**config.mk**
```make
export PLATFORM = sky130hd
export DESIGN_NAME = report_link_target_handler
export DESIGN_NICKNAME = d
export VERILOG_FILES = /design/src/rlth_pkg.sv /design/src/rlth_rx_store.sv /design/src/rlth_reply_mem.sv /design/src/report_link_target_handler.sv
export SDC_FILE = /design/constraint.sdc
export NUM_CORES = 1
export LEC_CHECK = 0
export BUFFER_PORTS_ARGS = -buffer_cell sky130_fd_sc_hd__buf_2
export CAP_MARGIN = 20
export CORE_AREA = 4 4 163 165
export DETAILED_ROUTE_END_ITERATION = 10
export DIE_AREA = 0 0 167 169
export PLACE_DENSITY_LB_ADDON = 0.05
export SETUP_SLACK_MARGIN = 0.3
export SLEW_MARGIN = 0
export SYNTH_ARGS = -nofsm -noshare
export SYNTH_HDL_FRONTEND = slang
export SYNTH_SLANG_ARGS = --single-unit
```
**constraint.sdc**
```tcl
create_clock -name clk -period 12 [get_ports clk]
set_clock_uncertainty 0.05 [all_clocks]
set_input_delay 0 -clock clk [delete_from_list [all_inputs] [get_ports clk]]
set_output_delay 0 -clock clk [all_outputs]
set_load 0.01 [all_outputs]
```
**src/rlth_pkg.sv**
```systemverilog
// Shared types, constants and the message classifier for the report link target.
// Depends on nothing; every other file of the block imports it.
package rlth_pkg;

  localparam int RECEIVE_DEPTH_DEF = 18;
  localparam int PAD_LEN           = 18;
  localparam int STATUS_LEN        = 3;
  localparam int REPLY_DEPTH       = 4;
  localparam int REPLY_AW          = $clog2(REPLY_DEPTH);
  localparam int REPLY_NW          = $clog2(REPLY_DEPTH + 1);
  localparam int RX_IDX_W          = $clog2(PAD_LEN);

  localparam logic [7:0] ID_PAD        = 8'd1;
  localparam logic [7:0] ID_STATUS     = 8'd2;
  localparam logic [7:0] ID_CONNECT    = 8'd3;
  localparam logic [7:0] ID_DISCONNECT = 8'd4;

  localparam logic [7:0] ST_NOT_READY = 8'd1;
  localparam logic [7:0] ST_READY     = 8'd2;
  localparam logic [7:0] ST_RESP_OK   = 8'd3;

  localparam logic [1:0] OP_RX      = 2'd0;
  localparam logic [1:0] OP_FINISH  = 2'd1;
  localparam logic [1:0] OP_REQUEST = 2'd2;
  localparam logic [1:0] OP_NONE    = 2'd3;

  localparam logic [1:0] KIND_FINISH = 2'd0;
  localparam logic [1:0] KIND_PAD    = 2'd1;
  localparam logic [1:0] KIND_TX     = 2'd2;

  typedef logic [PAD_LEN-1:0][7:0] rx_bytes_t;
  typedef logic [REPLY_DEPTH-1:0][7:0] reply_bytes_t;

  typedef enum logic [2:0] {
    CLS_NONE,
    CLS_PAD,
    CLS_STATUS,
    CLS_CONNECT,
    CLS_DISCONNECT
  } msg_class_t;

  typedef enum logic [2:0] {
    SEQ_IDLE  = 3'b001,
    SEQ_WRITE = 3'b010,
    SEQ_READ  = 3'b100
  } seq_state_t;

  // Receive store control, top level to store.
  typedef struct packed {
    logic wr_en;
    logic clear;
    logic flush;
  } rx_ctrl_t;

  // One access of the single-port reply memory.
  typedef struct packed {
    logic                we;
    logic                re;
    logic [REPLY_AW-1:0] addr;
    logic [7:0]          wdata;
  } mem_req_t;

  function automatic msg_class_t classify(input logic [7:0] len, input logic [7:0] id);
    msg_class_t cls;
    cls = CLS_NONE;
    if (id == ID_PAD && len == 8'(PAD_LEN)) begin
      cls = CLS_PAD;
    end else if (len == 8'(STATUS_LEN)) begin
      if (id == ID_STATUS) begin
        cls = CLS_STATUS;
      end else if (id == ID_CONNECT) begin
        cls = CLS_CONNECT;
      end else if (id == ID_DISCONNECT) begin
        cls = CLS_DISCONNECT;
      end
    end
    return cls;
  endfunction

endpackage

```
**src/rlth_rx_store.sv**
```systemverilog
// Receive store: incoming message bytes and the fill count.
// Depends on rlth_pkg.
module rlth_rx_store
  import rlth_pkg::*;
#(
  parameter int RECEIVE_DEPTH = RECEIVE_DEPTH_DEF
) (
  input  logic      clk,
  input  logic      rst_n,
  input  rx_ctrl_t  ctrl,
  input  logic [7:0] wr_data,
  output rx_bytes_t bytes
);

  localparam int CW = $clog2(RECEIVE_DEPTH + 1);

  logic [CW-1:0] count_r, count_nxt;
  rx_bytes_t     bytes_r, bytes_nxt;
  logic          room;

  // Bytes past the decoded frame only advance the count; nothing reads them.
  assign room = (count_r < CW'(RECEIVE_DEPTH));

  always_comb begin
    count_nxt = count_r;
    bytes_nxt = bytes_r;
    if (ctrl.clear) begin
      bytes_nxt = '0;
    end
    if (ctrl.flush) begin
      count_nxt = '0;
    end else if (ctrl.wr_en && room) begin
      count_nxt = count_r + CW'(1);
      if (count_r < CW'(PAD_LEN)) begin
        bytes_nxt[count_r[RX_IDX_W-1:0]] = wr_data;
      end
    end
  end

  always_ff @(posedge clk) begin
    if (!rst_n) begin
      count_r <= '0;
      bytes_r <= '0;
    end else begin
      count_r <= count_nxt;
      bytes_r <= bytes_nxt;
    end
  end

  assign bytes = bytes_r;

endmodule

```
**src/rlth_reply_mem.sv**
```systemverilog
// Reply store: single-port memory with registered read and per-entry valid bits.
// Depends on rlth_pkg.
module rlth_reply_mem
  import rlth_pkg::*;
(
  input  logic       clk,
  input  logic       rst_n,
  input  mem_req_t   req,
  output logic [7:0] rdata
);

  logic [7:0]             mem [REPLY_DEPTH];
  logic [REPLY_DEPTH-1:0] vld_r;
  logic [7:0]             q_r;

  always_ff @(posedge clk) begin
    if (req.we) begin
      mem[req.addr] <= req.wdata;
    end
  end

  // Hold the read data until the next read; unwritten entries read as zero.
  always_ff @(posedge clk) begin
    if (req.re) begin
      q_r <= vld_r[req.addr] ? mem[req.addr] : 8'd0;
    end
  end

  always_ff @(posedge clk) begin
    if (!rst_n) begin
      vld_r <= '0;
    end else if (req.we) begin
      vld_r[req.addr] <= 1'b1;
    end
  end

  assign rdata = q_r;

endmodule

```
**src/report_link_target_handler.sv**
```systemverilog
// Report link target: event intake, message decode, reply sequencer, result register.
// Depends on rlth_pkg, rlth_rx_store and rlth_reply_mem.
//
//   channel | direction | handshake             | payload
//   --------+-----------+-----------------------+-------------------------------------------
//   in_     | input     | in_valid / in_stall   | opcode, rx_byte, host_mounted, rumble_*
//   out_    | output    | out_valid / out_stall | result_kind, tx_byte, last_byte, link, pad
//
// A receive beat never stalls. A finish beat leaves one result; a recognized message
// writes its 3 (request classes) or 4 (pad) reply bytes one per cycle from the
// accepting edge on, and the next finish or request waits behind the last of them.
// A read request sweeps the reply memory, one address per cycle unless out_stall
// holds the read; each byte passes the memory read register, then the result register.
// Reset: synchronous, no clearing pass (the reply memory has valid bits).
// Stalls: out_stall holds the result register and the read in flight; finish and
// request beats wait while the reply memory or the result register is busy.
module report_link_target_handler
  import rlth_pkg::*;
#(
  parameter int RECEIVE_DEPTH = RECEIVE_DEPTH_DEF
) (
  input  logic               clk,
  input  logic               rst_n,
  input  logic               in_valid,
  output logic               in_stall,
  input  logic [1:0]         in_opcode,
  input  logic [7:0]         in_rx_byte,
  input  logic               in_host_mounted,
  input  logic [7:0]         in_rumble_left,
  input  logic [7:0]         in_rumble_right,
  output logic               out_valid,
  input  logic               out_stall,
  output logic [1:0]         out_result_kind,
  output logic [7:0]         out_tx_byte,
  output logic               out_last_byte,
  output logic               out_link_enabled,
  output logic [15:0]        out_buttons,
  output logic [7:0]         out_dpad,
  output logic [15:0]        out_triggers,
  output logic signed [15:0] out_stick_left_x,
  output logic signed [15:0] out_stick_left_y,
  output logic signed [15:0] out_stick_right_x,
  output logic signed [15:0] out_stick_right_y,
  output logic [23:0]        out_chatpad_keys
);

  // ---------------------------------------------------------------------------
  // Sequencer and pipeline state
  // ---------------------------------------------------------------------------
  seq_state_t          state_r, state_nxt;
  logic                link_r, link_nxt;
  logic [REPLY_AW-1:0] wr_idx_r, wr_idx_nxt;    // next reply byte to write
  logic [REPLY_AW-1:0] wr_end_r, wr_end_nxt;    // last reply byte to write
  reply_bytes_t        wr_data_r, wr_data_nxt;
  logic [REPLY_AW-1:0] iss_idx_r, iss_idx_nxt;  // next reply address to read
  logic                rd_valid_r, rd_valid_nxt;
  logic [REPLY_AW-1:0] rd_idx_r, rd_idx_nxt;    // address whose data sits in the memory
  logic [REPLY_NW-1:0] n_r, n_nxt;              // saturated reply length

  // Result register
  logic               out_valid_r, out_valid_nxt;
  logic [1:0]         out_kind_r, out_kind_nxt;
  logic [7:0]         out_tx_r, out_tx_nxt;
  logic               out_last_r, out_last_nxt;
  logic               out_link_r, out_link_nxt;
  logic [15:0]        out_buttons_r, out_buttons_nxt;
  logic [7:0]         out_dpad_r, out_dpad_nxt;
  logic [15:0]        out_trig_r, out_trig_nxt;
  logic signed [15:0] out_lx_r, out_lx_nxt;
  logic signed [15:0] out_ly_r, out_ly_nxt;
  logic signed [15:0] out_rx_r, out_rx_nxt;
  logic signed [15:0] out_ry_r, out_ry_nxt;
  logic [23:0]        out_keys_r, out_keys_nxt;

  // ---------------------------------------------------------------------------
  // Submodules
  // ---------------------------------------------------------------------------
  rx_ctrl_t   rx_ctrl;
  rx_bytes_t  rx_bytes;
  mem_req_t   mem_req;
  logic [7:0] mem_q;

  rlth_rx_store #(
    .RECEIVE_DEPTH(RECEIVE_DEPTH)
  ) u_rx_store (
    .clk    (clk),
    .rst_n  (rst_n),
    .ctrl   (rx_ctrl),
    .wr_data(in_rx_byte),
    .bytes  (rx_bytes)
  );

  rlth_reply_mem u_reply_mem (
    .clk  (clk),
    .rst_n(rst_n),
    .req  (mem_req),
    .rdata(mem_q)
  );

  // ---------------------------------------------------------------------------
  // Handshake
  // ---------------------------------------------------------------------------
  logic out_free;   // result register can load this cycle
  logic rd_move;    // read data leaves the memory register this cycle
  logic idle;
  logic in_acc, fin_acc, req_acc;

  assign out_free = !out_valid_r || !out_stall;
  assign rd_move  = rd_valid_r && out_free;
  assign idle     = (state_r == SEQ_IDLE);

  // Finish owns the result register for its cycle, so no read may be in flight.
  // A request may start as soon as the previous request's last read drains.
  always_comb begin
    case (in_opcode)
      OP_FINISH:  in_stall = !(idle && !rd_valid_r && out_free);
      OP_REQUEST: in_stall = !(idle && (!rd_valid_r || rd_move));
      default:    in_stall = 1'b0;
    endcase
  end

  assign in_acc  = in_valid && !in_stall;
  assign fin_acc = in_acc && (in_opcode == OP_FINISH);
  assign req_acc = in_acc && (in_opcode == OP_REQUEST);

  assign rx_ctrl.wr_en = in_acc && (in_opcode == OP_RX);
  assign rx_ctrl.clear = req_acc;
  assign rx_ctrl.flush = fin_acc;

  // ---------------------------------------------------------------------------
  // Message decode
  // ---------------------------------------------------------------------------
  msg_class_t   cls;
  reply_bytes_t reply_bytes;
  logic [7:0]   status_byte;

  assign cls = classify(rx_bytes[0], rx_bytes[1]);

  always_comb begin
    status_byte = ST_RESP_OK;
    if (cls == CLS_STATUS) begin
      status_byte = in_host_mounted ? ST_NOT_READY : ST_READY;
    end
    if (cls == CLS_PAD) begin
      reply_bytes = {in_rumble_right, in_rumble_left, ID_PAD, 8'(REPLY_DEPTH)};
    end else begin
      // Request classes leave the fourth byte alone; it is never written.
      reply_bytes = {8'd0, status_byte, ID_STATUS, 8'(STATUS_LEN)};
    end
  end

  always_comb begin
    link_nxt = link_r;
    if (fin_acc && cls == CLS_CONNECT) begin
      link_nxt = 1'b1;
    end else if (fin_acc && cls == CLS_DISCONNECT) begin
      link_nxt = 1'b0;
    end
  end

  // ---------------------------------------------------------------------------
  // Reply memory access: one write or one read per cycle. Writes of a finish
  // complete before any request reads, so no forwarding is needed.
  // ---------------------------------------------------------------------------
  logic issue_ok;

  assign issue_ok = !rd_valid_r || rd_move;

  always_comb begin
    mem_req = '0;
    if (fin_acc && cls != CLS_NONE) begin
      mem_req.we    = 1'b1;
      mem_req.wdata = reply_bytes[0];
    end else if (req_acc) begin
      mem_req.re = 1'b1;
    end else if (state_r == SEQ_WRITE) begin
      mem_req.we    = 1'b1;
      mem_req.addr  = wr_idx_r;
      mem_req.wdata = wr_data_r[wr_idx_r];
    end else if (state_r == SEQ_READ && issue_ok) begin
      mem_req.re   = 1'b1;
      mem_req.addr = iss_idx_r;
    end
  end

  always_comb begin
    state_nxt   = state_r;
    wr_idx_nxt  = wr_idx_r;
    wr_end_nxt  = wr_end_r;
    wr_data_nxt = wr_data_r;
    iss_idx_nxt = iss_idx_r;
    unique case (state_r)
      SEQ_IDLE: begin
        if (fin_acc && cls != CLS_NONE) begin
          state_nxt   = SEQ_WRITE;
          wr_idx_nxt  = REPLY_AW'(1);
          wr_end_nxt  = (cls == CLS_PAD) ? REPLY_AW'(REPLY_DEPTH - 1) : REPLY_AW'(STATUS_LEN - 1);
          wr_data_nxt = reply_bytes;
        end else if (req_acc) begin
          state_nxt   = SEQ_READ;
          iss_idx_nxt = REPLY_AW'(1);
        end
      end
      SEQ_WRITE: begin
        wr_idx_nxt = wr_idx_r + REPLY_AW'(1);
        if (wr_idx_r == wr_end_r) begin
          state_nxt = SEQ_IDLE;
        end
      end
      SEQ_READ: begin
        if (issue_ok) begin
          iss_idx_nxt = iss_idx_r + REPLY_AW'(1);
          if (iss_idx_r == REPLY_AW'(REPLY_DEPTH - 1)) begin
            state_nxt = SEQ_IDLE;
          end
        end
      end
      default: state_nxt = SEQ_IDLE;
    endcase
  end

  // ---------------------------------------------------------------------------
  // Read return: the length comes with the first byte; drop bytes past it.
  // ---------------------------------------------------------------------------
  logic [REPLY_NW-1:0] n_first, n_eff;
  logic                tx_emit, tx_last;

  assign n_first = (mem_q > 8'(REPLY_DEPTH)) ? REPLY_NW'(REPLY_DEPTH) : mem_q[REPLY_NW-1:0];
  assign n_eff   = (rd_idx_r == '0) ? n_first : n_r;
  assign tx_emit = rd_move && ({1'b0, rd_idx_r} < n_eff);
  assign tx_last = ({1'b0, rd_idx_r} + REPLY_NW'(1)) == n_eff;

  assign rd_valid_nxt = mem_req.re ? 1'b1 : (rd_move ? 1'b0 : rd_valid_r);
  assign rd_idx_nxt   = mem_req.re ? mem_req.addr : rd_idx_r;
  assign n_nxt        = (rd_move && rd_idx_r == '0) ? n_first : n_r;

  // ---------------------------------------------------------------------------
  // Result register load
  // ---------------------------------------------------------------------------
  always_comb begin
    out_valid_nxt   = out_valid_r;
    out_kind_nxt    = out_kind_r;
    out_tx_nxt      = out_tx_r;
    out_last_nxt    = out_last_r;
    out_link_nxt    = out_link_r;
    out_buttons_nxt = out_buttons_r;
    out_dpad_nxt    = out_dpad_r;
    out_trig_nxt    = out_trig_r;
    out_lx_nxt      = out_lx_r;
    out_ly_nxt      = out_ly_r;
    out_rx_nxt      = out_rx_r;
    out_ry_nxt      = out_ry_r;
    out_keys_nxt    = out_keys_r;
    if (fin_acc || tx_emit) begin
      out_valid_nxt   = 1'b1;
      out_tx_nxt      = '0;
      out_last_nxt    = 1'b0;
      out_buttons_nxt = '0;
      out_dpad_nxt    = '0;
      out_trig_nxt    = '0;
      out_lx_nxt      = '0;
      out_ly_nxt      = '0;
      out_rx_nxt      = '0;
      out_ry_nxt      = '0;
      out_keys_nxt    = '0;
      if (fin_acc) begin
        out_link_nxt = link_nxt;
        out_kind_nxt = (cls == CLS_PAD) ? KIND_PAD : KIND_FINISH;
        if (cls == CLS_PAD) begin
          out_buttons_nxt = {rx_bytes[3], rx_bytes[2]};
          out_dpad_nxt    = rx_bytes[4];
          out_trig_nxt    = {rx_bytes[6], rx_bytes[5]};
          out_lx_nxt      = {rx_bytes[8], rx_bytes[7]};
          out_ly_nxt      = {rx_bytes[10], rx_bytes[9]};
          out_rx_nxt      = {rx_bytes[12], rx_bytes[11]};
          out_ry_nxt      = {rx_bytes[14], rx_bytes[13]};
          out_keys_nxt    = {rx_bytes[17], rx_bytes[16], rx_bytes[15]};
        end
      end else begin
        out_link_nxt = link_r;
        out_kind_nxt = KIND_TX;
        out_tx_nxt   = mem_q;
        out_last_nxt = tx_last;
      end
    end else if (out_valid_r && !out_stall) begin
      out_valid_nxt = 1'b0;
    end
  end

  // ---------------------------------------------------------------------------
  // Registers
  // ---------------------------------------------------------------------------
  always_ff @(posedge clk) begin
    if (!rst_n) begin
      state_r     <= SEQ_IDLE;
      link_r      <= 1'b0;
      rd_valid_r  <= 1'b0;
      out_valid_r <= 1'b0;
    end else begin
      state_r     <= state_nxt;
      link_r      <= link_nxt;
      rd_valid_r  <= rd_valid_nxt;
      out_valid_r <= out_valid_nxt;
    end
  end

  always_ff @(posedge clk) begin
    wr_idx_r      <= wr_idx_nxt;
    wr_end_r      <= wr_end_nxt;
    wr_data_r     <= wr_data_nxt;
    iss_idx_r     <= iss_idx_nxt;
    rd_idx_r      <= rd_idx_nxt;
    n_r           <= n_nxt;
    out_kind_r    <= out_kind_nxt;
    out_tx_r      <= out_tx_nxt;
    out_last_r    <= out_last_nxt;
    out_link_r    <= out_link_nxt;
    out_buttons_r <= out_buttons_nxt;
    out_dpad_r    <= out_dpad_nxt;
    out_trig_r    <= out_trig_nxt;
    out_lx_r      <= out_lx_nxt;
    out_ly_r      <= out_ly_nxt;
    out_rx_r      <= out_rx_nxt;
    out_ry_r      <= out_ry_nxt;
    out_keys_r    <= out_keys_nxt;
  end

  assign out_valid         = out_valid_r;
  assign out_result_kind   = out_kind_r;
  assign out_tx_byte       = out_tx_r;
  assign out_last_byte     = out_last_r;
  assign out_link_enabled  = out_link_r;
  assign out_buttons       = out_buttons_r;
  assign out_dpad          = out_dpad_r;
  assign out_triggers      = out_trig_r;
  assign out_stick_left_x  = out_lx_r;
  assign out_stick_left_y  = out_ly_r;
  assign out_stick_right_x = out_rx_r;
  assign out_stick_right_y = out_ry_r;
  assign out_chatpad_keys  = out_keys_r;

`ifndef NO_ASSERTIONS
  a_port_exclusive: assert property (@(posedge clk) disable iff (!rst_n)
    !(mem_req.we && mem_req.re))
    else $error("reply memory written and read in one cycle");

  a_finish_no_read: assert property (@(posedge clk) disable iff (!rst_n)
    fin_acc |-> !rd_valid_r)
    else $error("finish accepted with a reply read in flight");

  a_write_interlock: assert property (@(posedge clk) disable iff (!rst_n)
    (state_r == SEQ_WRITE && in_acc) |-> (in_opcode == OP_RX || in_opcode == OP_NONE))
    else $error("finish or request accepted during reply write");

  a_stalled_read_holds: assert property (@(posedge clk) disable iff (!rst_n)
    (rd_valid_r && !out_free) |=> (rd_valid_r && $stable(rd_idx_r) && $stable(mem_q)))
    else $error("read data lost while the result register is held");
`endif

endmodule
```
# Word-level counts from Yosys, hierarchy flattened
# Memories as Yosys holds them, arrays and structs flattened. A register that Yosys moved wholly into a read port is not among the register bits.
# Index checks and enable logic that the tools add are counted.
[totals]
mem_bits_ro = 0
output_inout_bits = 142
mem_bits_rw = 32
regBits = 342
latch_bits = 0
memories = 1
[mem_list]
columns = ["name", "depth", "word_bits", "rd", "rd_clocked_by_memory_dff", "wr", "line", "text"]
rows = [
  ["u_reply_mem.mem", 4, 8, 1, 1, 1, "rlth_reply_mem.sv:12", "logic [7:0] mem [REPLY_DEPTH];"],
]
[op_classes]
magnitude_cmp = 8
reduce_logical = 42
mul = 0
add_sub_neg = 4
n_mux = 58
n_div = 0
eq_ne = 25
bitwise_logic = 2
shift = 0
[op_table]
columns = ["operator", "n"]
rows = [
  ["144-bit 2-to-1 mux", 4],
  ["144-bit bitwise mux", 1],
  ["3-bit 2-to-1 mux", 14],
  ["8-bit demux with 5-bit select", 1],
  ["8-bit 2-to-1 mux", 4],
  ["8-bit by 2-bit equality test with 1-bit output (second input constant)", 3],
  ["24-bit 2-to-1 mux", 1],
  ["1-bit logical AND", 19],
  ["1-bit 2-to-1 mux", 18],
  ["8-bit binary-select mux with 2-bit select", 1],
  ["2-bit 2-to-1 mux", 7],
  ["10-bit 2-to-1 mux", 1],
  ["3-bit by 2-bit equality test with 1-bit output (second input constant)", 3],
  ["3-bit case mux with 3 select lines", 1],
  ["8-bit by 1-bit equality test with 1-bit output (second input constant)", 1],
  ["8-bit by 3-bit equality test with 1-bit output (second input constant)", 1],
  ["8-bit by 5-bit equality test with 1-bit output (second input constant)", 1],
  ["8-bit by 3-bit greater-than comparator with 1-bit output (second input constant)", 1],
  ["2-bit by 1-bit != test with 1-bit output (second input constant)", 4],
  ["2-bit case mux with 2 select lines", 2],
  ["4-bit AND reduction", 2],
  ["2-bit nonzero test", 4],
  ["1-bit logical NOT", 7],
  ["3-bit by 1-bit equality test with 1-bit output (second input constant)", 2],
  ["26 further kinds", 36],
]

# Depth between registers and ports, before layout
# Gate-level depths: netlist of the first run.
[depth]
ltp_word = 17
ltp_mapped = 10

# Cells and area by module
# From an unflattened synthesis of the first run, not the netlist that was laid out.
[hier_totals]
cells_unflattened = 1140
hier_area_um2 = 14592.7
[by_module_without_submodules]
columns = ["mod", "seq_area_each_um2", "cells_per_inst", "area_each_um2", "n_inst"]
rows = [
  ["report_link_target_handler", 5134.9, 481, 7151.9, 1],
  ["rlth_rx_store", 2982.9, 588, 5818.1, 1],
  ["rlth_reply_mem", 1281.2, 71, 1622.8, 1],
]

# Worst setup path before layout of the first run
# OpenSTA, ideal clock, no wires.
[synth_path]
path_kind = "register to register"
from = "reg u_reply_mem.q_r[4], in the netlist u_reply_mem.rdata[4] (read register of u_reply_mem.mem)"
to = "reg out_buttons_r[0], in the netlist out_buttons[0] (enable)"
path_stages_with_launch = 9
path_slack_ns = 6.578
t_required_ns = 10.744
path_buffers = 0
setup_time_ns = 1.206
t_arrival_ns = 4.166
cell_sequence = "edfxtp_1 -> or4_1 -> nor3_1 -> and2_1 -> mux2i_1 -> ha_1 -> a21oi_1 -> o211ai_1 -> nand2_1"
[synth_between]
elab_chain_len = 6
[synth_lines]
columns = ["item", "line", "text"]
rows = [
  ["start, declared", "rlth_reply_mem.sv:14", "logic [7:0] q_r;"],
  ["8-bit by 3-bit greater-than comparator with 1-bit output", "report_link_target_handler.sv:228", "assign n_first = (mem_q > 8'(REPLY_DEPTH)) ? REPLY_NW'(REPLY_DEPTH) : mem_q[REPLY_NW-1:0];"],
  ["3-bit 2-to-1 mux", "report_link_target_handler.sv:228", ""],
  ["net n_first[1]", "report_link_target_handler.sv:225", "logic [REPLY_NW-1:0] n_first, n_eff;"],
  ["3-bit 2-to-1 mux", "report_link_target_handler.sv:229", "assign n_eff = (rd_idx_r == '0) ? n_first : n_r;"],
  ["2-bit by 3-bit less-than comparator with 1-bit output", "report_link_target_handler.sv:230", "assign tx_emit = rd_move && ({1'b0, rd_idx_r} < n_eff);"],
  ["1-bit logical AND", "report_link_target_handler.sv:230", ""],
  ["1-bit logical OR", "report_link_target_handler.sv:254", "if (fin_acc || tx_emit) begin"],
  ["end signal, assigned", "report_link_target_handler.sv:318", "out_buttons_r <= out_buttons_nxt;"],
  ["end, declared", "report_link_target_handler.sv:66", "logic [15:0] out_buttons_r, out_buttons_nxt;"],
]
# The timed path passes the listed nets, and every way through them passes these cells.
# A chain may end at the register's enable or synchronous reset.

# Final worst setup path of the first run
[layout_path]
from = "reg u_reply_mem.q_r[4], in the netlist u_reply_mem.rdata[4] (read register of u_reply_mem.mem)"
to = "reg out_trig_r[14], in the netlist out_triggers[14] (enable)"
[layout_between]
elab_chain_len = 6
[layout_lines]
columns = ["item", "line", "text"]
rows = [
  ["8-bit by 3-bit greater-than comparator with 1-bit output", "report_link_target_handler.sv:228", ""],
  ["3-bit 2-to-1 mux", "report_link_target_handler.sv:228", ""],
  ["net n_first[1]", "report_link_target_handler.sv:225", ""],
  ["3-bit 2-to-1 mux", "report_link_target_handler.sv:229", ""],
  ["2-bit by 3-bit less-than comparator with 1-bit output", "report_link_target_handler.sv:230", ""],
  ["1-bit logical AND", "report_link_target_handler.sv:230", ""],
  ["1-bit logical OR", "report_link_target_handler.sv:254", ""],
  ["end signal, assigned", "report_link_target_handler.sv:320", "out_trig_r <= out_trig_nxt;"],
  ["end, declared", "report_link_target_handler.sv:68", "logic [15:0] out_trig_r, out_trig_nxt;"],
]
# The timed path passes the listed nets, and every way through them passes these cells.

==> results of run 1 <==
==> cells in the final DEF (no fill, tap or decap), types with 10 or more instances in the layout <==
master | synthesis | layout
sky130_fd_sc_hd__clkinv_2 | 0 | 12
sky130_fd_sc_hd__and3_1 | 21 | 21
sky130_fd_sc_hd__o31ai_1 | 15 | 15
sky130_fd_sc_hd__edfxtp_1 | 207 | 207
sky130_fd_sc_hd__nor3b_1 | 15 | 15
sky130_fd_sc_hd__inv_1 | 11 | 11
sky130_fd_sc_hd__and2_1 | 179 | 179
sky130_fd_sc_hd__o21ai_0 | 46 | 46
sky130_fd_sc_hd__dfxtp_1 | 159 | 159
sky130_fd_sc_hd__buf_4 | 0 | 15
sky130_fd_sc_hd__nand3_1 | 103 | 103
sky130_fd_sc_hd__a32oi_1 | 10 | 10
sky130_fd_sc_hd__nor3_1 | 21 | 21
sky130_fd_sc_hd__nand2_1 | 195 | 194
sky130_fd_sc_hd__nor2_1 | 39 | 38
sky130_fd_sc_hd__dlygate4sd3_1 | 0 | 28
sky130_fd_sc_hd__clkbuf_16 | 0 | 41
sky130_fd_sc_hd__a21boi_0 | 77 | 77
sky130_fd_sc_hd__ha_1 | 13 | 13
sky130_fd_sc_hd__buf_2 | 4 | 172
sky130_fd_sc_hd__a21oi_1 | 37 | 37
==> flip-flops by register name, summed over array words and instances (netlist names), 3 cells and up <==
| signal | flops |
|---|---|
| u_reply_mem.vld_r | 4 |
| wr_data_r | 18 |
| out_stick_left_x | 16 |
| out_dpad | 8 |
| out_triggers | 16 |
| out_chatpad_keys | 24 |
| out_tx_byte | 8 |
| out_stick_right_x | 16 |
| n_r | 3 |
| out_stick_left_y | 16 |
| out_buttons | 16 |
| u_rx_store.count_r | 5 |
| out_stick_right_y | 16 |
| state_r | 3 |
| u_reply_mem.mem | 32 |
| u_reply_mem.rdata | 8 |
| u_rx_store.bytes | 144 |
==> path summary, 6_finish.rpt <==
path / cells after the start / end / slack, ns / startpoint
worst max-delay path: 9 / out_triggers[14]$_SDFFCE_PN0P_ / 8.32 / u_reply_mem.rdata[4]$_SDFFCE_PN0P_
worst min-delay path: 7 / u_rx_store.count_r[4]$_SDFFE_PP0P_ / 0.21 / in_opcode[1]
worst max register to register: 9 / out_triggers[14]$_SDFFCE_PN0P_ / 8.32 / u_reply_mem.rdata[4]$_SDFFCE_PN0P_
worst min register to register: 2 / u_rx_store.bytes[135]$_SDFF_PN0_ / 0.41 / u_rx_store.bytes[135]$_SDFF_PN0_
==> worst register-to-register path, delay by kind of cell, from the launching register on <==
kind	cells	cell delay [ns]
and+or+nand+nor	4	1.53
buffers and inverters	1	0.64
DFF	1	0.37
muxes	1	0.12
AOI/OAI and AO/OA	2	0.26
adders and majority gates	1	0.30
==> what timing repair did <==
action	4_1_cts	5_1_grt
setup buffers	0	0
endpoints found under the hold margin	109	0
hold buffers	28	0
==> routing by layer <==
| layer | vias up | track usage [%] |
|---|---|---|
| met2 | 300 | 37.8 |
| met4 | 0 | 5.73 |
| met5 | - | 0 |
| met3 | 61 | 3.92 |
| met1 | 4936 | 31.2 |
| li1 | 5010 | - |
==> layout make-up <==
class	count	share of cell area [%]
Sequential cell	366	53.9
Multi-Input combinational cell	864	29.0
Inverter	11	0.237
Clock inverter	21	1.17
Timing Repair Buffer	215	7.19
Tap cell	330	2.37
Clock buffer	49	6.17
==> cells by family after synthesis <==
kind of cell / after synthesis
compound gates: 231
xor+xnor: 6
fa+ha+maj: 13
buf+inv: 110
flops: 366
mux: 11
simple gates: 603
==> where the power goes <==
part | internal [mW] | switching, mW
clock network | 0.720 | 0.460
registers | 1.36 | 0.0116
logic | 0.0441 | 0.0970
total | 2.12 | 0.569
==> out/qor_table.md, run 1 <==
| Result | This run | Unit |
|---|---|---|
| Top routing layer used | met4 | - |
| Die area | 28200 | um2 |
| Maximum clock frequency | 272 | MHz |
| Multi-input combinational cell area | 5050 | um2 |
| Sequential cell area fraction in the yosys report | 63.3 | % |
| Relative slew margins | 30.0 | % |
| Category of cells accounting for the largest share of critical-path delay | simple AND/OR/NAND/NOR gates | - |
| Number of warning messages in the yosys log | 0 | - |
| Core region area | 25000 | um2 |
| Post-DR wirelength/cell | 17.4 | um |
| Share of synthesized registers carrying an async set or reset | 0 | % |
| Post-place instance area | 15900 | um2 |
| Class of the tightest hold or removal check | input port to flip-flop | - |
| Grt ovf | 0 | - |
| Clock transition at the registers of the reported paths | 0.06 | ns |
| Initial core utilization | 59.3 | % |
| Horizontal die dimension | 167 | um |
| Worst path max stage delay | 0.62 | ns |
| Antenna violation net count after detailed routing | 0 | - |
| Post-route setup slack | 8.32 | ns |
| Final setup TNS | 0 | ns |
| Pwr/cell area | 154 | nW/um2 |
| Post-Route M1 WL | 14300 | um |
| Share of layout cells above drive strength 1 | 17.2 | % |
| Final setup violation count | 0 | - |
| CP max stage cell | sky130_fd_sc_hd__buf_4 | - |
| Count of different cell masters after synthesis | 59 | - |
| Global-route usage over all layers | 22.7 | % |
| Placer congestion estimate | 0.802 | - |
| Post-Place Worst Slack | 8.32 | ns |
| Hold violation total from the final report | 0 | - |
| Post-synthesis compound-gate area fraction | 10.7 | % |
| Fill cell count | 1888 | - |
| XOR/XNOR share of the synthesized area | 0.354 | % |
| Worst hold slack | 0.211 | ns |
| Number of H-tree levels | 2 | - |
| Dominant cell by count in the synthesized netlist | sky130_fd_sc_hd__edfxtp_1 | - |
| Post-Layout Cell Count | 1856 | - |
| Dominant cell type by area after synthesis | sky130_fd_sc_hd__edfxtp_1 | - |
| Io pins | 173 | - |
| Share of cell area taken by muxes after synthesis | 0.834 | % |
| Crit-path cells | or4_1 -> nor3_1 -> and2_1 -> mux2i_1 -> ha_1 -> a21oi_1 -> o211ai_1 -> nand2_4 -> buf_4 | - |
| Number of buffers created by CTS | 38 | - |
| Gate Count Post-Synth | 1340 | - |
| Number of remaining DRC errors | 0 | - |
| Worst supply voltage drop on vdd | 155 | uV |
| Avg Synthesized Cell Area | 11.1 | um2 |
| Placed instance count | 1757 | - |
| Dominant combinational cell family by area after synthesis | simple AND/OR/NAND/NOR gates | - |
| Count of nets after finishing | 1540 | - |
| Final std cell area, no fill | 17400 | um2 |
| Dominant register cell in the synthesized netlist | sky130_fd_sc_hd__edfxtp_1 | - |
| Post_cts resized | 0 | - |
| Post-route total power | 2.69 | mW |
| Unrepaired setup endpoints after global routing | no | - |
| Pleak | 6.35 | nW |
| Nature of the critical path endpoint | flip-flop | - |
| Fin crit period | 3.68 | ns |
| Count of flip-flops with a built-in enable after synthesis | 207 | - |
| Cells taking the most area after synthesis | sky130_fd_sc_hd__edfxtp_1 42%, sky130_fd_sc_hd__dfxtp_1 21%, sky130_fd_sc_hd__and2_1 7.5%, sky130_fd_sc_hd__nand2_1 4.9%, sky130_fd_sc_hd__a21boi_0 3.9% | - |
| Maximum root-to-sink buffer count | 3 | - |
| Met3 layer wire length in the routed design | 1910 | um |
| Sum of buffers and inverters on the critical path | 1 | - |
| Simple logic cell fraction of the synthesized area | 20.8 | % |
| Worst setup path class | flip-flop to flip-flop | - |
| Met2 Wirelength | 15400 | um |
| Clk Latency, worst-skew pair | 0.52 | ns |
| Area share of the largest cell type after synthesis | 41.9 | % |
| Startpoint kind of the worst setup timing path | flip-flop | - |
| Iteration-0 DRC Markers | 737 | - |
| Avg Vias per Cell | 5.55 | - |
| TritonCTS Sinks | 366 | - |
| Standard-cell row count | 58 | - |
| Via count of the first global-routing pass | 9858 | - |
| Height of the die | 169 | um |
| Area growth, synth to finish | 17.5 | % |
| Worst slew pin tran | 1.05 | ns |
| Post-synthesis net count | 1384 | - |
| CTS root buffer | sky130_fd_sc_hd__clkbuf_16 | - |
| First-pass iteration count of the detailed router | 5 | - |
| Number of antenna diodes | 0 | - |
| Count of port buffers added during placement | 172 | - |
| First-pass GRT wire length | 52700 | um |
| CP Max Fanout | 45 | - |
| Final wirelength | 32300 | um |
| Most instantiated cells after synthesis | 207 x sky130_fd_sc_hd__edfxtp_1, 195 x sky130_fd_sc_hd__nand2_1, 179 x sky130_fd_sc_hd__and2_1 | - |
| TritonCTS clock tree | yes | - |
| Critical path arrival | 3.77 | ns |
| Ratio of final minimum period to clock period | 30.6 | % |
| Placed wire-length estimate | 20000 | um |
| Critical path data required time | 12.09 | ns |
| Max capacitance violation total | 0 | - |
| Total number of vias | 10300 | - |
| Post-Route Utilization | 69.7 | % |
| Count of final max-slew check failures | 0 | - |
| Adder and majority cell fraction of the synthesized area | 1.10 | % |
| Status | completed | - |
| Synthesis-stage register bit count | 366 | - |
| Synth Cell Area | 14800 | um2 |
| Pin count of the biggest net entering global routing | 130 | - |
| Sequential cell area in the final layout | 9400 | um2 |
| Initial antenna violation count | 0 | - |
Power figures use the tool's default switching activity.
==> inputs of run 2 (changes only) <==
Settings changed: ABC_AREA set to 1, CORE_AREA 4 4 163 165 to 4 4 174 176, DIE_AREA 0 0 167 169 to 0 0 178 180.
Clock period 12 ns to 3.3 ns, I/O delays scaled along.
==> run 2 against run 1 <==
Area after synthesis rose by 1.3%. Via count rose by 8.7%. Non-clock buffer count rose by 4. Critical path depth rose by 2. First-iteration DRC count rose by 19%.
==> out/qor_table.md, run 2 <==
| Result | This run | Unit | vs previous |
|---|---|---|---|
| Status | completed | - | unchanged |
| Global-route usage over all layers | 21.6 | % | was 22.7% |
| Most instantiated cells after synthesis | 334 x sky130_fd_sc_hd__nor2_1, 221 x sky130_fd_sc_hd__inv_1, 207 x sky130_fd_sc_hd__edfxtp_1 | - | was 207 x sky130_fd_sc_hd__edfxtp_1, 195 x sky130_fd_sc_hd__nand2_1, 179 x sky130_fd_sc_hd__and2_1 |
| CTS root buffer | sky130_fd_sc_hd__clkbuf_16 | - | unchanged |
| Placed wire-length estimate | 22100 | um | was 20000 um |
| Share of synthesized registers carrying an async set or reset | 0 | % | unchanged |
| Final wirelength | 35300 | um | was 32300 um |
| Final setup violation count | 0 | - | unchanged |
| Max capacitance violation total | 0 | - | unchanged |
| First-pass iteration count of the detailed router | 5 | - | unchanged |
| Count of port buffers added during placement | 172 | - | unchanged |
| Number of buffers created by CTS | 38 | - | unchanged |
| Dominant cell type by area after synthesis | sky130_fd_sc_hd__edfxtp_1 | - | unchanged |
| Number of warning messages in the yosys log | 0 | - | unchanged |
| Worst R2R Path Depth | 11 | - | was 9 |
| Critical path data required time | 3.46 | ns | was 12.09 ns |
| Clock transition at the registers of the reported paths | 0.06 | ns | about the same |
| Most frequent standard cell in the layout excluding fill and tap cells | sky130_fd_sc_hd__nor2_1 | - | was sky130_fd_sc_hd__edfxtp_1 |
| Final setup TNS | 0 | ns | unchanged |
| Maximum clock frequency | 354 | MHz | was 272 MHz |
| Avg Vias per Cell | 5.05 | - | was 5.55 |
| Cells taking the most area after synthesis | sky130_fd_sc_hd__edfxtp_1 41%, sky130_fd_sc_hd__dfxtp_1 21%, sky130_fd_sc_hd__nor2_1 8.3%, sky130_fd_sc_hd__inv_1 5.5%, sky130_fd_sc_hd__a21oi_1 5.3% | - | was sky130_fd_sc_hd__edfxtp_1 42%, sky130_fd_sc_hd__dfxtp_1 21%, sky130_fd_sc_hd__and2_1 7.5%, sky130_fd_sc_hd__nand2_1 4.9%, sky130_fd_sc_hd__a21boi_0 3.9% |
| Iteration-0 DRC Markers | 875 | - | was 737 |
| TritonCTS Sinks | 366 | - | unchanged |
| Pin count of the biggest net entering global routing | 84 | - | was 130 |
| Hold violation total from the final report | 0 | - | unchanged |
| Class of the tightest hold or removal check | input port to flip-flop | - | unchanged |
| Antenna violation net count after detailed routing | 0 | - | unchanged |
| Switching power | 2.04 | mW | was 569 uW |
| Number of H-tree levels | 2 | - | unchanged |
| Worst hold slack | 0.150 | ns | was 0.211 ns |
| Die area | 32000 | um2 | was 28200 um2 |
| CP Max Fanout | 41 | - | was 45 |
| Count of final max-slew check failures | 0 | - | unchanged |
| Via count of the first global-routing pass | 10700 | - | was 9858 |
| Avg Synthesized Cell Area | 9.30 | um2 | was 11.1 um2 |
| Height of the die | 180 | um | was 169 um |
| Internal power | 7.77 | mW | was 2.12 mW |
| Share of layout cells above drive strength 1 | 16.7 | % | was 17.2% |
| Count of nets after finishing | 1850 | - | was 1540 |
| Logic gate share of total power | 4.6 | % | was 5.2% |
| Area share of the largest cell type after synthesis | 41.3 | % | was 41.9% |
| TritonCTS clock tree | yes | - | unchanged |
| Synthesis-stage register bit count | 366 | - | unchanged |
| Dominant cell by count in the synthesized netlist | sky130_fd_sc_hd__nor2_1 | - | was sky130_fd_sc_hd__edfxtp_1 |
| Worst slew pin tran | 0.943 | ns | was 1.05 ns |
| Area growth, synth to finish | 19.2 | % | was 17.5% |
| Maximum root-to-sink buffer count | 3 | - | unchanged |
| Fraction of power spent switching nets | 20.8 | % | was 21.1% |
| Startpoint kind of the worst setup timing path | flip-flop | - | unchanged |
| Gate Count Post-Synth | 1617 | - | was 1340 |
| Worst supply voltage drop on vdd | 340 | uV | was 155 uV |
| Hold path cells | 7 | - | unchanged |
| Io pins | 173 | - | unchanged |
| Pwr/cell area | 548 | nW/um2 | was 154 nW/um2 |
| Grt ovf | 0 | - | unchanged |
| Unrepaired setup endpoints after global routing | no | - | unchanged |
| Fill cell count | 2437 | - | was 1888 |
| Worst setup path class | flip-flop to flip-flop | - | unchanged |
| Post-synthesis net count | 1661 | - | was 1384 |
| Core region area | 28600 | um2 | was 25000 um2 |
| Count of different cell masters after synthesis | 36 | - | was 59 |
| First-pass GRT wire length | 55900 | um | was 52700 um |
| Flip-flop count of the largest register after layout | 144 | - | unchanged |
| Total number of vias | 11200 | - | was 10300 |
| Ratio of final minimum period to clock period | 85.6 | % | was 30.6% |
| Placer congestion estimate | 0.896 | - | was 0.802 |
| Relative slew margins | 37.1 | % | was 30.0% |
| Dominant register cell in the synthesized netlist | sky130_fd_sc_hd__edfxtp_1 | - | unchanged |
| Fin crit period | 2.82 | ns | was 3.68 ns |
| Pleak | 7.04 | nW | was 6.35 nW |
| Power share of the sequential group | 49.9 | % | was 50.9% |
| Horizontal die dimension | 178 | um | was 167 um |
| Initial antenna violation count | 2 | - | was 0 |
| Standard-cell row count | 62 | - | was 58 |
| Post-Route Utilization | 62.6 | % | was 69.7% |
| Post-route total power | 9.82 | mW | was 2.69 mW |
| Critical path arrival | 2.99 | ns | was 3.77 ns |
| Post-DR wirelength/cell | 15.9 | um | was 17.4 um |
| Sequential cell area fraction in the yosys report | 62.5 | % | was 63.3% |
| Number of antenna diodes | 0 | - | unchanged |
| Number of remaining DRC errors | 0 | - | unchanged |
| Synth Cell Area | 15000 | um2 | was 14800 um2 |
| Initial core utilization | 52.6 | % | was 59.3% |
| Nature of the critical path endpoint | flip-flop | - | unchanged |
| Clock group share of total power | 45.4 | % | was 43.9% |
| Clk Latency, worst-skew pair | 0.52 | ns | about the same |
| Commonest non-fill, non-tap cells in the layout | 334 x sky130_fd_sc_hd__nor2_1, 220 x sky130_fd_sc_hd__inv_1, 207 x sky130_fd_sc_hd__edfxtp_1 | - | was 207 x sky130_fd_sc_hd__edfxtp_1, 194 x sky130_fd_sc_hd__nand2_1, 179 x sky130_fd_sc_hd__and2_1 |
| Count of flip-flops with a built-in enable after synthesis | 207 | - | unchanged |
==> run 2: cell count changes in the layout (fill, tap and decap cells not counted), moves of 20 or more <==
cell                       previous run  this run
sky130_fd_sc_hd__a21boi_0            77         0
sky130_fd_sc_hd__a21oi_1             37       159
sky130_fd_sc_hd__nor2_1              38       334
sky130_fd_sc_hd__inv_1               11       220
sky130_fd_sc_hd__and2_1             179         1
sky130_fd_sc_hd__o21ai_0             46       116
sky130_fd_sc_hd__nand4_1              1        29
sky130_fd_sc_hd__nand3_1            103        39
sky130_fd_sc_hd__and3_1              21         1
==> run 2: area by class of cell <==
cell class                      count  area, um2  area share [%]
Clock buffer                       56       1160            6.49
Tap cell                          384        480            2.68
Inverter                          237        897            5.00
Clock inverter                     13        164           0.914
Timing Repair Buffer              219       1380            7.69
Multi-Input combinational cell    944       4440            24.8
Sequential cell                   366       9400            52.4
==> run 2: kinds of logic (layout without fill, tap and decap cells) <==
| logic type | after synthesis | in the layout | share of synthesized area, % |
|---|---|---|---|
| flops | 366 | 366 | 62.5 |
| simple gates | 640 | 640 | 18.3 |
| buf+inv | 307 | 525 | 8.28 |
| compound gates | 287 | 287 | 9.66 |
| xor+xnor | 4 | 4 | 0.233 |
| fa+ha+maj | 13 | 13 | 1.08 |
==> run 2: critical path: stages, from the launching register on <==
cell and delay, ns:
sky130_fd_sc_hd__edfxtp_1 0.37, sky130_fd_sc_hd__or2_2 0.34, sky130_fd_sc_hd__nor4_4 0.28, sky130_fd_sc_hd__nand2_1 0.11
sky130_fd_sc_hd__nand2_1 0.07, sky130_fd_sc_hd__o21ai_0 0.13, sky130_fd_sc_hd__ha_1 0.31, sky130_fd_sc_hd__a21oi_1 0.16
sky130_fd_sc_hd__o211ai_1 0.12, sky130_fd_sc_hd__buf_4 0.18, sky130_fd_sc_hd__nand2_8 0.13, sky130_fd_sc_hd__clkbuf_16 0.27
==> run 2: per-stage QoR <==
stage	instances	area [um2]	worst slack, ns
finish	2219	17900	0.476
global route	2219	17900	0.313
detailed placement	2119	16200	0.352
floorplan	1617	15100	0.313
CTS	2216	17800	0.325
global placement	2119	16200	0.354
==> run 2: power by group through the flow <==
stage | registers [mW] | logic (mW) | clock network [mW]
2_1_floorplan | 5.04 | 0.200 | 0
3_3_place_gp | 5.00 | 0.411 | 0
3_5_place_dp | 5.00 | 0.414 | 0
4_1_cts | 4.90 | 0.441 | 4.53
5_1_grt | 4.91 | 0.498 | 4.73
6_report | 4.90 | 0.455 | 4.46
==> run 2: what timing repair did <==
item | in CTS | in global routing
endpoints found under the hold margin | 124 | 0
buffers inserted | 0 | 1
gates resized for setup | 0 | 6
setup endpoints to repair | 0 | 160
hold buffers | 28 | 0
==> run 2: worst paths after layout <==
| kind | start | slack [ns] | to |
|---|---|---|---|
| worst max-delay path | u_reply_mem.rdata[7]$_SDFFCE_PN0P_ | 0.48 | out_tx_byte[4]$_SDFFCE_PP0P_ |
| worst min register to register | u_rx_store.bytes[56]$_SDFF_PN0_ | 0.43 | u_rx_store.bytes[56]$_SDFF_PN0_ |
| worst max register to register | u_reply_mem.rdata[7]$_SDFFCE_PN0P_ | 0.48 | out_tx_byte[4]$_SDFFCE_PP0P_ |
| worst min-delay path | in_opcode[1] | 0.15 | u_rx_store.count_r[4]$_SDFFE_PP0P_ |
==> run 2: metal layers <==
layer  vias up  global-route usage, %  share of wire (%)
li1       5619                      -                  -
met1      5197                   30.2                 45
met2       330                   34.9                 46
met3        55                   3.89                6.9
met4         4                   5.94                1.7
met5         -                      0              0.088
